--- src/rtl/termcap_escape_decoder_macros.svh ---
// Assertion macros shared by the decoder modules.
`ifndef TERMCAP_ESCAPE_DECODER_MACROS_SVH
`define TERMCAP_ESCAPE_DECODER_MACROS_SVH

// Same-cycle implication, checked outside reset.
`define TCD_ASSERT_NOW(lbl, ante, cons, msg) \
    lbl: assert property (@(posedge i_clk) disable iff (!i_rst_n) (ante) |-> (cons)) \
        else $error(msg);

// Next-cycle implication, checked outside reset.
`define TCD_ASSERT_NEXT(lbl, ante, cons, msg) \
    lbl: assert property (@(posedge i_clk) disable iff (!i_rst_n) (ante) |=> (cons)) \
        else $error(msg);

`endif

--- src/rtl/tcd_pkg.sv ---
// Types and character constants for the termcap escape decoder.
`timescale 1ns / 1ps
package tcd_pkg;

    localparam int QUEUE_DEPTH = 4;
    localparam int QUEUE_AW    = 2;

    localparam logic [7:0] CH_NUL    = 8'h00;
    localparam logic [7:0] CH_CARET  = 8'h5E;
    localparam logic [7:0] CH_BSLASH = 8'h5C;
    localparam logic [7:0] CH_ZERO   = 8'h30;
    localparam logic [7:0] CH_THREE  = 8'h33;
    localparam logic [7:0] CH_SEVEN  = 8'h37;
    localparam logic [7:0] CH_NINE   = 8'h39;
    localparam logic [7:0] CH_UP_A   = 8'h41;
    localparam logic [7:0] CH_UP_E   = 8'h45;
    localparam logic [7:0] CH_LO_A   = 8'h61;
    localparam logic [7:0] CH_LO_B   = 8'h62;
    localparam logic [7:0] CH_LO_F   = 8'h66;
    localparam logic [7:0] CH_LO_N   = 8'h6E;
    localparam logic [7:0] CH_LO_R   = 8'h72;
    localparam logic [7:0] CH_LO_T   = 8'h74;
    localparam logic [7:0] CH_LO_X   = 8'h78;
    localparam logic [7:0] CH_LO_Z   = 8'h7A;
    localparam logic [7:0] CTRL_MASK = 8'h1F;

    localparam logic [7:0] CODE_ESC = 8'h1B;
    localparam logic [7:0] CODE_CR  = 8'h0D;
    localparam logic [7:0] CODE_LF  = 8'h0A;
    localparam logic [7:0] CODE_TAB = 8'h09;
    localparam logic [7:0] CODE_BS  = 8'h08;
    localparam logic [7:0] CODE_FF  = 8'h0C;

    localparam logic [0:0] CFG_DELIMITER = 1'b0;
    localparam logic [0:0] CFG_CAPACITY  = 1'b1;

    // One queue entry: the results caused by one source byte, one or two.
    typedef struct packed {
        logic       two;
        logic [7:0] data0;
        logic       last0;
        logic [7:0] data1;
        logic       last1;
    } t_cmd;

    function automatic logic [7:0] hex_value(input logic [7:0] b);
        logic [7:0] v;
        if (b <= CH_NINE) begin
            v = b - CH_ZERO;
        end else if (b >= CH_LO_A && b <= CH_LO_Z) begin
            v = b - CH_LO_A + 8'd10;
        end else begin
            v = b - CH_UP_A + 8'd10;
        end
        return v;
    endfunction

endpackage

--- src/rtl/tcd_front.sv ---
// Front end: accepts source bytes, tracks escape phase, builds result requests.
`timescale 1ns / 1ps
module tcd_front import tcd_pkg::*; #(
    parameter int COUNT_BITS = 16
) (
    input  logic       i_clk,
    input  logic       i_rst_n,
    input  logic       i_valid,
    output logic       o_stall,
    input  logic [7:0] i_source_byte,
    input  logic       i_cfg_wr_en,
    input  logic [1:0] i_cfg_index,
    input  logic [15:0] i_cfg_data,
    input  logic       i_full,
    output logic       o_push,
    output t_cmd       o_cmd
);

    localparam logic [2:0] PH_FRESH = 3'd0;
    localparam logic [2:0] PH_TOKEN = 3'd1;
    localparam logic [2:0] PH_CARET = 3'd2;
    localparam logic [2:0] PH_ESC   = 3'd3;
    localparam logic [2:0] PH_OCT   = 3'd4;
    localparam logic [2:0] PH_HEX1  = 3'd5;
    localparam logic [2:0] PH_HEX2  = 3'd6;
    localparam logic [2:0] PH_SKIP  = 3'd7;

    logic [7:0]            r_delim;
    logic [15:0]           r_cap;
    logic [2:0]            r_phase, n_phase;
    logic [7:0]            r_acc, n_acc;
    logic [COUNT_BITS-1:0] r_rem, n_rem;

    logic [15:0]           cap_m1;
    logic [COUNT_BITS-1:0] init_rem;
    logic [COUNT_BITS-1:0] rem_base;
    logic [7:0]            b;
    logic                  is_end;
    logic                  accept;
    logic                  emit;
    t_cmd                  cmd;

    logic                  ts_emit;
    logic [7:0]            ts_data;
    logic                  ts_last;
    logic [2:0]            ts_phase;
    logic [COUNT_BITS-1:0] ts_rem;

    assign b       = i_source_byte;
    assign o_stall = i_full;
    assign accept  = i_valid && !i_full;
    assign o_push  = accept && emit;
    assign o_cmd   = cmd;

    // Slot count for a new string: capacity minus one, saturated to the counter.
    assign cap_m1 = (r_cap == 16'd0) ? 16'd0 : r_cap - 16'd1;
    generate
        if (COUNT_BITS >= 16) begin : g_wide
            assign init_rem = COUNT_BITS'(cap_m1);
        end else begin : g_narrow
            assign init_rem = (|cap_m1[15:COUNT_BITS]) ? '1 : cap_m1[COUNT_BITS-1:0];
        end
    endgenerate

    // Token-start decision, shared by fresh, token and octal-end handling.
    always_comb begin
        rem_base = (r_phase == PH_FRESH) ? init_rem : r_rem;
        is_end   = (b == CH_NUL) || (b == r_delim);
        ts_emit  = 1'b0;
        ts_data  = b;
        ts_last  = 1'b0;
        ts_phase = PH_TOKEN;
        ts_rem   = rem_base;
        if (is_end) begin
            ts_emit  = 1'b1;
            ts_data  = CH_NUL;
            ts_last  = 1'b1;
            ts_phase = PH_FRESH;
        end else if (rem_base == '0) begin
            ts_emit  = 1'b1;
            ts_data  = CH_NUL;
            ts_last  = 1'b1;
            ts_phase = PH_SKIP;
        end else begin
            ts_rem = rem_base - 1'b1;
            if (b == CH_CARET) begin
                ts_phase = PH_CARET;
            end else if (b == CH_BSLASH) begin
                ts_phase = PH_ESC;
            end else begin
                ts_emit = 1'b1;
            end
        end
    end

    always_comb begin
        n_phase = r_phase;
        n_rem   = r_rem;
        n_acc   = r_acc;
        emit    = 1'b0;
        cmd     = '0;
        case (r_phase)
            PH_FRESH, PH_TOKEN: begin
                n_phase   = ts_phase;
                n_rem     = ts_rem;
                emit      = ts_emit;
                cmd.data0 = ts_data;
                cmd.last0 = ts_last;
            end
            PH_CARET: begin
                emit = 1'b1;
                if (b == CH_NUL) begin
                    cmd.last0 = 1'b1;
                    n_phase   = PH_FRESH;
                end else begin
                    cmd.data0 = b & CTRL_MASK;
                    n_phase   = PH_TOKEN;
                end
            end
            PH_ESC: begin
                n_phase = PH_TOKEN;
                emit    = 1'b1;
                case (b)
                    CH_UP_E: cmd.data0 = CODE_ESC;
                    CH_LO_R: cmd.data0 = CODE_CR;
                    CH_LO_N: cmd.data0 = CODE_LF;
                    CH_LO_T: cmd.data0 = CODE_TAB;
                    CH_LO_B: cmd.data0 = CODE_BS;
                    CH_LO_F: cmd.data0 = CODE_FF;
                    CH_LO_X: begin
                        emit    = 1'b0;
                        n_phase = PH_HEX1;
                    end
                    CH_NUL: begin
                        cmd.last0 = 1'b1;
                        n_phase   = PH_FRESH;
                    end
                    default: begin
                        if (b inside {[CH_ZERO:CH_THREE]}) begin
                            emit    = 1'b0;
                            n_acc   = {6'd0, b[1:0]};
                            n_phase = PH_OCT;
                        end else begin
                            cmd.data0 = b;
                        end
                    end
                endcase
            end
            PH_OCT: begin
                if (b inside {[CH_ZERO:CH_SEVEN]}) begin
                    n_acc = {r_acc[4:0], b[2:0]};
                end else begin
                    // Flush the octal value, then treat this byte as a token start.
                    emit      = 1'b1;
                    cmd.data0 = r_acc;
                    cmd.two   = ts_emit;
                    cmd.data1 = ts_data;
                    cmd.last1 = ts_last;
                    n_phase   = ts_phase;
                    n_rem     = ts_rem;
                end
            end
            PH_HEX1: begin
                if (b == CH_NUL) begin
                    emit      = 1'b1;
                    cmd.last0 = 1'b1;
                    n_phase   = PH_FRESH;
                end else begin
                    n_acc   = hex_value(b);
                    n_phase = PH_HEX2;
                end
            end
            PH_HEX2: begin
                emit = 1'b1;
                if (b == CH_NUL) begin
                    cmd.last0 = 1'b1;
                    n_phase   = PH_FRESH;
                end else begin
                    cmd.data0 = {r_acc[3:0], 4'd0} + hex_value(b);
                    n_phase   = PH_TOKEN;
                end
            end
            default: begin
                // Drop bytes until the string ends.
                if (is_end) begin
                    n_phase = PH_FRESH;
                end
            end
        endcase
    end

    always_ff @(posedge i_clk) begin
        if (!i_rst_n) begin
            r_delim <= 8'd0;
            r_cap   <= 16'd256;
            r_phase <= PH_FRESH;
            r_acc   <= 8'd0;
            r_rem   <= '0;
        end else begin
            if (i_cfg_wr_en && i_cfg_index[1] == 1'b0) begin
                if (i_cfg_index[0] == CFG_DELIMITER) begin
                    r_delim <= i_cfg_data[7:0];
                end else begin
                    r_cap <= i_cfg_data;
                end
            end
            if (accept) begin
                r_phase <= n_phase;
                r_acc   <= n_acc;
                r_rem   <= n_rem;
            end
        end
    end

endmodule

--- src/rtl/tcd_fifo.sv ---
// Short request queue between the front and back ends.
`timescale 1ns / 1ps
`include "termcap_escape_decoder_macros.svh"
module tcd_fifo import tcd_pkg::*; (
    input  logic i_clk,
    input  logic i_rst_n,
    input  logic i_push,
    input  t_cmd i_cmd,
    input  logic i_pop,
    output t_cmd o_head,
    output logic o_empty,
    output logic o_full
);

    t_cmd                r_mem [QUEUE_DEPTH];
    logic [QUEUE_AW-1:0] r_wr_ptr;
    logic [QUEUE_AW-1:0] r_rd_ptr;
    logic [QUEUE_AW:0]   r_count;

    assign o_head  = r_mem[r_rd_ptr];
    assign o_empty = (r_count == '0);
    assign o_full  = (r_count == (QUEUE_AW+1)'(QUEUE_DEPTH));

    always_ff @(posedge i_clk) begin
        if (i_push) begin
            r_mem[r_wr_ptr] <= i_cmd;
        end
    end

    always_ff @(posedge i_clk) begin
        if (!i_rst_n) begin
            r_wr_ptr <= '0;
            r_rd_ptr <= '0;
            r_count  <= '0;
        end else begin
            if (i_push) begin
                r_wr_ptr <= r_wr_ptr + 1'b1;
            end
            if (i_pop) begin
                r_rd_ptr <= r_rd_ptr + 1'b1;
            end
            if (i_push && !i_pop) begin
                r_count <= r_count + 1'b1;
            end else if (!i_push && i_pop) begin
                r_count <= r_count - 1'b1;
            end
        end
    end

    `TCD_ASSERT_NOW(a_no_push_full, i_push, !o_full, "request pushed into full queue")
    `TCD_ASSERT_NOW(a_no_pop_empty, i_pop, !o_empty, "request popped from empty queue")

endmodule

--- src/rtl/tcd_back.sv ---
// Back end: unpacks queued requests into result bytes behind an output register.
`timescale 1ns / 1ps
`include "termcap_escape_decoder_macros.svh"
module tcd_back import tcd_pkg::*; (
    input  logic       i_clk,
    input  logic       i_rst_n,
    input  t_cmd       i_head,
    input  logic       i_empty,
    output logic       o_pop,
    output logic       o_valid,
    input  logic       i_stall,
    output logic [7:0] o_out_byte,
    output logic       o_last
);

    logic       r_valid;
    logic       r_half;
    logic [7:0] r_data;
    logic       r_last;
    logic       load;

    assign load       = !r_valid || !i_stall;
    // Retire the entry once its final result has moved into the output register.
    assign o_pop      = load && !i_empty && (r_half || !i_head.two);
    assign o_valid    = r_valid;
    assign o_out_byte = r_data;
    assign o_last     = r_last;

    always_ff @(posedge i_clk) begin
        if (load && !i_empty) begin
            r_data <= r_half ? i_head.data1 : i_head.data0;
            r_last <= r_half ? i_head.last1 : i_head.last0;
        end
    end

    always_ff @(posedge i_clk) begin
        if (!i_rst_n) begin
            r_valid <= 1'b0;
            r_half  <= 1'b0;
        end else if (load) begin
            r_valid <= !i_empty;
            if (!i_empty) begin
                r_half <= !r_half && i_head.two;
            end
        end
    end

    `TCD_ASSERT_NOW(a_half_has_entry, r_half, !i_empty && i_head.two,
        "second result pending without a two-result request")
    `TCD_ASSERT_NEXT(a_half_after_first, load && !i_empty && !r_half && i_head.two,
        r_half, "second result of request not scheduled")

endmodule

--- src/rtl/termcap_escape_decoder.sv ---
// Top level of the termcap escape decoder.
// Accepts one source byte per clock cycle unless stalled and decodes caret, backslash,
// octal and hex escapes into result bytes, ending each string with a 0 byte marked last.
// The front end classifies a byte in the cycle it is accepted; its results go through a
// four-request queue to the back end, whose output register presents one result byte
// per cycle unless the receiver stalls. A byte that ends an octal escape and also starts
// a token yields two results in turn; every other byte yields at most one. Input stall
// rises only when the queue is full. An accepted byte's results pass through the queue,
// then the output register. The remaining-slot counter width is set by COUNT_BITS.
`timescale 1ns / 1ps
module termcap_escape_decoder import tcd_pkg::*; #(
    parameter int COUNT_BITS = 16
) (
    input  logic        i_clk,
    input  logic        i_rst_n,
    input  logic        i_valid,
    output logic        o_stall,
    input  logic [7:0]  i_source_byte,
    output logic        o_valid,
    input  logic        i_stall,
    output logic [7:0]  o_out_byte,
    output logic        o_last,
    input  logic        i_cfg_wr_en,
    input  logic [1:0]  i_cfg_index,
    input  logic [15:0] i_cfg_data
);

    logic push;
    logic pop;
    logic empty;
    logic full;
    t_cmd cmd;
    t_cmd head;

    tcd_front #(
        .COUNT_BITS(COUNT_BITS)
    ) u_front (
        .i_clk        (i_clk),
        .i_rst_n      (i_rst_n),
        .i_valid      (i_valid),
        .o_stall      (o_stall),
        .i_source_byte(i_source_byte),
        .i_cfg_wr_en  (i_cfg_wr_en),
        .i_cfg_index  (i_cfg_index),
        .i_cfg_data   (i_cfg_data),
        .i_full       (full),
        .o_push       (push),
        .o_cmd        (cmd)
    );

    tcd_fifo u_fifo (
        .i_clk  (i_clk),
        .i_rst_n(i_rst_n),
        .i_push (push),
        .i_cmd  (cmd),
        .i_pop  (pop),
        .o_head (head),
        .o_empty(empty),
        .o_full (full)
    );

    tcd_back u_back (
        .i_clk     (i_clk),
        .i_rst_n   (i_rst_n),
        .i_head    (head),
        .i_empty   (empty),
        .o_pop     (pop),
        .o_valid   (o_valid),
        .i_stall   (i_stall),
        .o_out_byte(o_out_byte),
        .o_last    (o_last)
    );

endmodule

--- config.mk ---
export PLATFORM = sky130hd
export DESIGN_NAME = termcap_escape_decoder
export DESIGN_NICKNAME = d
export VERILOG_FILES = /design/src/rtl/tcd_pkg.sv /design/src/rtl/tcd_front.sv /design/src/rtl/tcd_fifo.sv /design/src/rtl/tcd_back.sv /design/src/rtl/termcap_escape_decoder.sv
export VERILOG_INCLUDE_DIRS = /design/src /design/src/rtl
export SDC_FILE = /design/constraint.sdc
export NUM_CORES = 1
export LEC_CHECK = 0
export BUFFER_PORTS_ARGS = -buffer_cell sky130_fd_sc_hd__buf_2
export CAP_MARGIN = 5
export CORE_UTILIZATION = 45
export CTS_CLUSTER_DIAMETER = 40
export CTS_CLUSTER_SIZE = 10
export DETAILED_ROUTE_END_ITERATION = 8
export SYNTH_ARGS = -nofsm -noshare
export SYNTH_HDL_FRONTEND = slang
export SYNTH_HIERARCHICAL = 1
export SYNTH_SLANG_ARGS = --single-unit
--- constraint.sdc ---
create_clock -name i_clk -period 4.6 [get_ports i_clk]
set_input_delay 0.23 -clock i_clk [delete_from_list [all_inputs] [get_ports i_clk]]
set_output_delay 0.23 -clock i_clk [all_outputs]
set_load 0.02 [all_outputs]
==> impl_results.md <==
* Status: completed
* Int Power at 2900 uW
* Vert. Die Dim at 137 um
* Initial antenna violation count at 0
* Initial detailed-routing violation count at 625
* FF+latch count, synth at 147
* Classification of the worst setup path: flip-flop to flip-flop
* Arrival time at the worst endpoint at 4600 ps
* Drt via density at 6.08
* DR WL/cell at 19.4 um
* Pin count of the biggest net entering global routing at 36
* CP max FO at 8
* Standard-cell rows at 49
* Endpoints failing setup at 0
* Final hold vios at 0
* Antenna cells at 0
* Final worst setup slack at 332 ps
* Area Overhead vs Synth at 12.6%
* Worst Path Required at 4940 ps
* Antenna Nets Post-Route at 0
* Maxcap violations at 0
* Period utilisation layout at 0.928
* Multiplexer share of the synthesized area at 0.0988
* Post-Syn Instances at 765
* Fmax at 234 MHz
* Adder-cell area share of the yosys netlist at 0.0336
* Final clock skew at 8.68 ps
* Post-CTS setup buffers at 0
* Tmin final at 4270 ps
* Post-route cell area at 9300 sq um
* Combinational Power Share at 0.266
* First-pass GRT wire length at 32300 um
* DRC at 0
* Startpoint Class: flip-flop
* Xor/xnor share of the synthesized area at 0.0403
* Post-Synth Simple-Gate Area at 0.167
* Pwr dens at 452 nW/um^2
* Most frequent cells in the layout: edfxtp_1, nand2_1, dfxtp_1, nor2_1, a21oi_1
* Vias after detailed routing at 6313
* Number of synthesized flops with an enable pin at 85
* Share of post-route cells with drive strength above 1 at 0.179
* Total GRT Usage at 0.227
* HP Class: input pin to flip-flop
* Worst Tran Pin Value at 909 ps
* Yosys warnings at 6
* Placed instance area at 8680 sq um
* Router iterations before antenna repair at 5
* Relative slew slack at 0.390
* Leak at 0.00331 uW
* Hold depth at 3
* Die width at 137 um
* Number of H-tree levels at 4
* GR Overflow Total at 0
* Worst hold path startpoint: i_cfg_data[8]
* Hpwl dp at 14100 um
* R2r worst-path depth at 16
* Clk buf depth at 2
* Worst-Skew Late Latency at 420 ps
* Most used DFF post-synth: edfxtp_1
* Post-CTS Hold Buffers at 0
* Synth async-reset ratio at 0
* Total CTS buffers at 17
* Port bufs at 41
* Syn_area_per_cell at 10.8 sq um
* Root Driver: clkbuf_16
* # nets final at 849
* Sequential-to-total area share from yosys stat at 0.459
* Hold path endpoint: u_front/r_cap[8]
* Post-synth top area cell: edfxtp_1
* RSZ-0062 raised after global routing: false
* Die area at 18900 sq um
* Core ar. at 18000 sq um
* GP Congestion at 0.930
* Place WS at 227 ps
* Commonest non-fill, non-tap cell in the layout: edfxtp_1
* Largest cells by area after synthesis: edfxtp_1, dfxtp_1, nand2_1
* Max VDD drop at 0.000324 V
* Cell variety after synth at 97
* CTS tree: built
* Clock network fraction of total power at 0.332
* CP Launch Point: u_front/r_cap[0]
* Post-Syn Area at 8260 sq um
* Syn nets at 817
* Reg2reg setup slack at 330 ps
* IO Count at 42
* Final slew viol count at 0
* Setup crit end kind: flip-flop
* Top cell type's share of synthesized area at 0.309
* Synth Area in Compound Gates at 0.160
* Switching share of power at 0.309
* Clock-pin slew on the worst setup and hold paths at 70 ps
* Power Total at 4210 uW
* TNS Setup at 0 ps
* Vias in the first global route at 6041
* NetSw at 1300 uW
* Largest family of logic cells by synthesized area: simple AND/OR/NAND/NOR gates
* CTS sink count at 147
* Crit Reg-Reg Endpoint: u_fifo/r_count[2]
* Initial cell density of the core at 0.460
* Reg2reg start: u_front/r_cap[0]
* Reg power frac at 0.402
* WL final at 20200 um
* Final core occ at 0.517
==> cell usage after synthesis (10+ instances only) <==
master	count
nor2_1	53
o31ai_1	12
inv_1	19
ha_1	19
and2_1	13
a31oi_1	11
dfxtp_1	62
nor3_1	14
clkbuf_1	33
mux2i_1	19
o21ai_0	34
edfxtp_1	85
and3_1	14
a21oi_1	43
nand3_1	20
nand2_1	64
xor2_1	14
mux4_2	10
xnor2_1	24
==> layer usage <==
| metal | wire (um) | vias to the layer above | share of wire | global-route usage |
|---|---|---|---|---|
| met5 | 0 | - | 0 | 0 |
| met4 | 352 | 0 | 0.017 | 0.0812 |
| met3 | 1050 | 39 | 0.052 | 0.0401 |
| met2 | 9570 | 246 | 0.47 | 0.371 |
| met1 | 9200 | 3056 | 0.46 | 0.300 |
| li1 | - | 2972 | - | - |
==> power groups by stage <==
| stage | logic [uW] | registers [uW] | clock network (uW) |
|---|---|---|---|
| after CTS | 1120 | 1690 | 1430 |
| after floorplan | 807 | 1740 | 0 |
| after detailed placement | 1120 | 1720 | 0 |
| after global placement | 1090 | 1710 | 0 |
| final | 1120 | 1690 | 1400 |
| after global routing | 1220 | 1710 | 1490 |
==> final cells by class <==
class | instances | area, sq um
inverters | 19 | 71.3
repair buffers | 66 | 393
fillers | 1600 | 8670
well taps | 229 | 287
multi-input cells | 546 | 4150
flip-flops and latches | 147 | 3790
clock buffers | 17 | 425
clock inverters | 15 | 175
==> sequential cells by signal, summed over array words and instances (netlist names), 2 cells and up, named ones only <==
| signal | flops |
|---|---|
| u_back/o_out_byte | 8 |
| u_fifo/r_count | 3 |
| u_fifo/r_mem | 76 |
| u_fifo/r_rd_ptr | 2 |
| u_fifo/r_wr_ptr | 2 |
| u_front/r_acc | 8 |
| u_front/r_cap | 16 |
| u_front/r_delim | 8 |
| u_front/r_phase | 3 |
| u_front/r_rem | 16 |
==> cell families after synthesis <==
group	Yosys count
buf+inv	72
mux	50
xor+xnor	38
compound gates	186
fa+ha+maj	21
flops	147
simple gates	251
==> per-stage QoR <==
step                std cells  hold WS (ps)
global placement         1007           453
floorplan                 765           352
finish                   1039          22.2
CTS                      1039          12.6
detailed placement       1007           458
global route             1039          37.2
==> worst max path at each step <==
stage | to | slack (ps) | depth (start not counted)
after floorplan | u_fifo/r_count[2] | 210 | 22
after global placement | u_fifo/r_count[2] | 440 | 16
after detailed placement | u_fifo/r_count[2] | 230 | 16
after CTS | u_fifo/r_count[2] | 170 | 16
after global routing | u_fifo/r_count[2] | 80 | 18
final | u_fifo/r_count[2] | 330 | 16
==> worst max-delay path: stages, from the launching register on <==
cell and delay (ps):
dfxtp_1 380, inv_1 150, ha_1 290, or3b_2 560, o31ai_2 260, and2_4 210
nand4_4 110, a2111oi_4 440, a21o_1 200, o31ai_1 80, a21oi_1 210, ha_1 220
inv_1 60, fa_1 370, xor2_1 160, or3_1 300, a21boi_0 200
==> timing repair <==
action / CTS / global route
endpoints found under the hold margin: 0 / 0
setup endpoints to repair: 0 / 1
resized for setup: 0 / 2
Note: power is estimated with default switching activity, not from simulation.
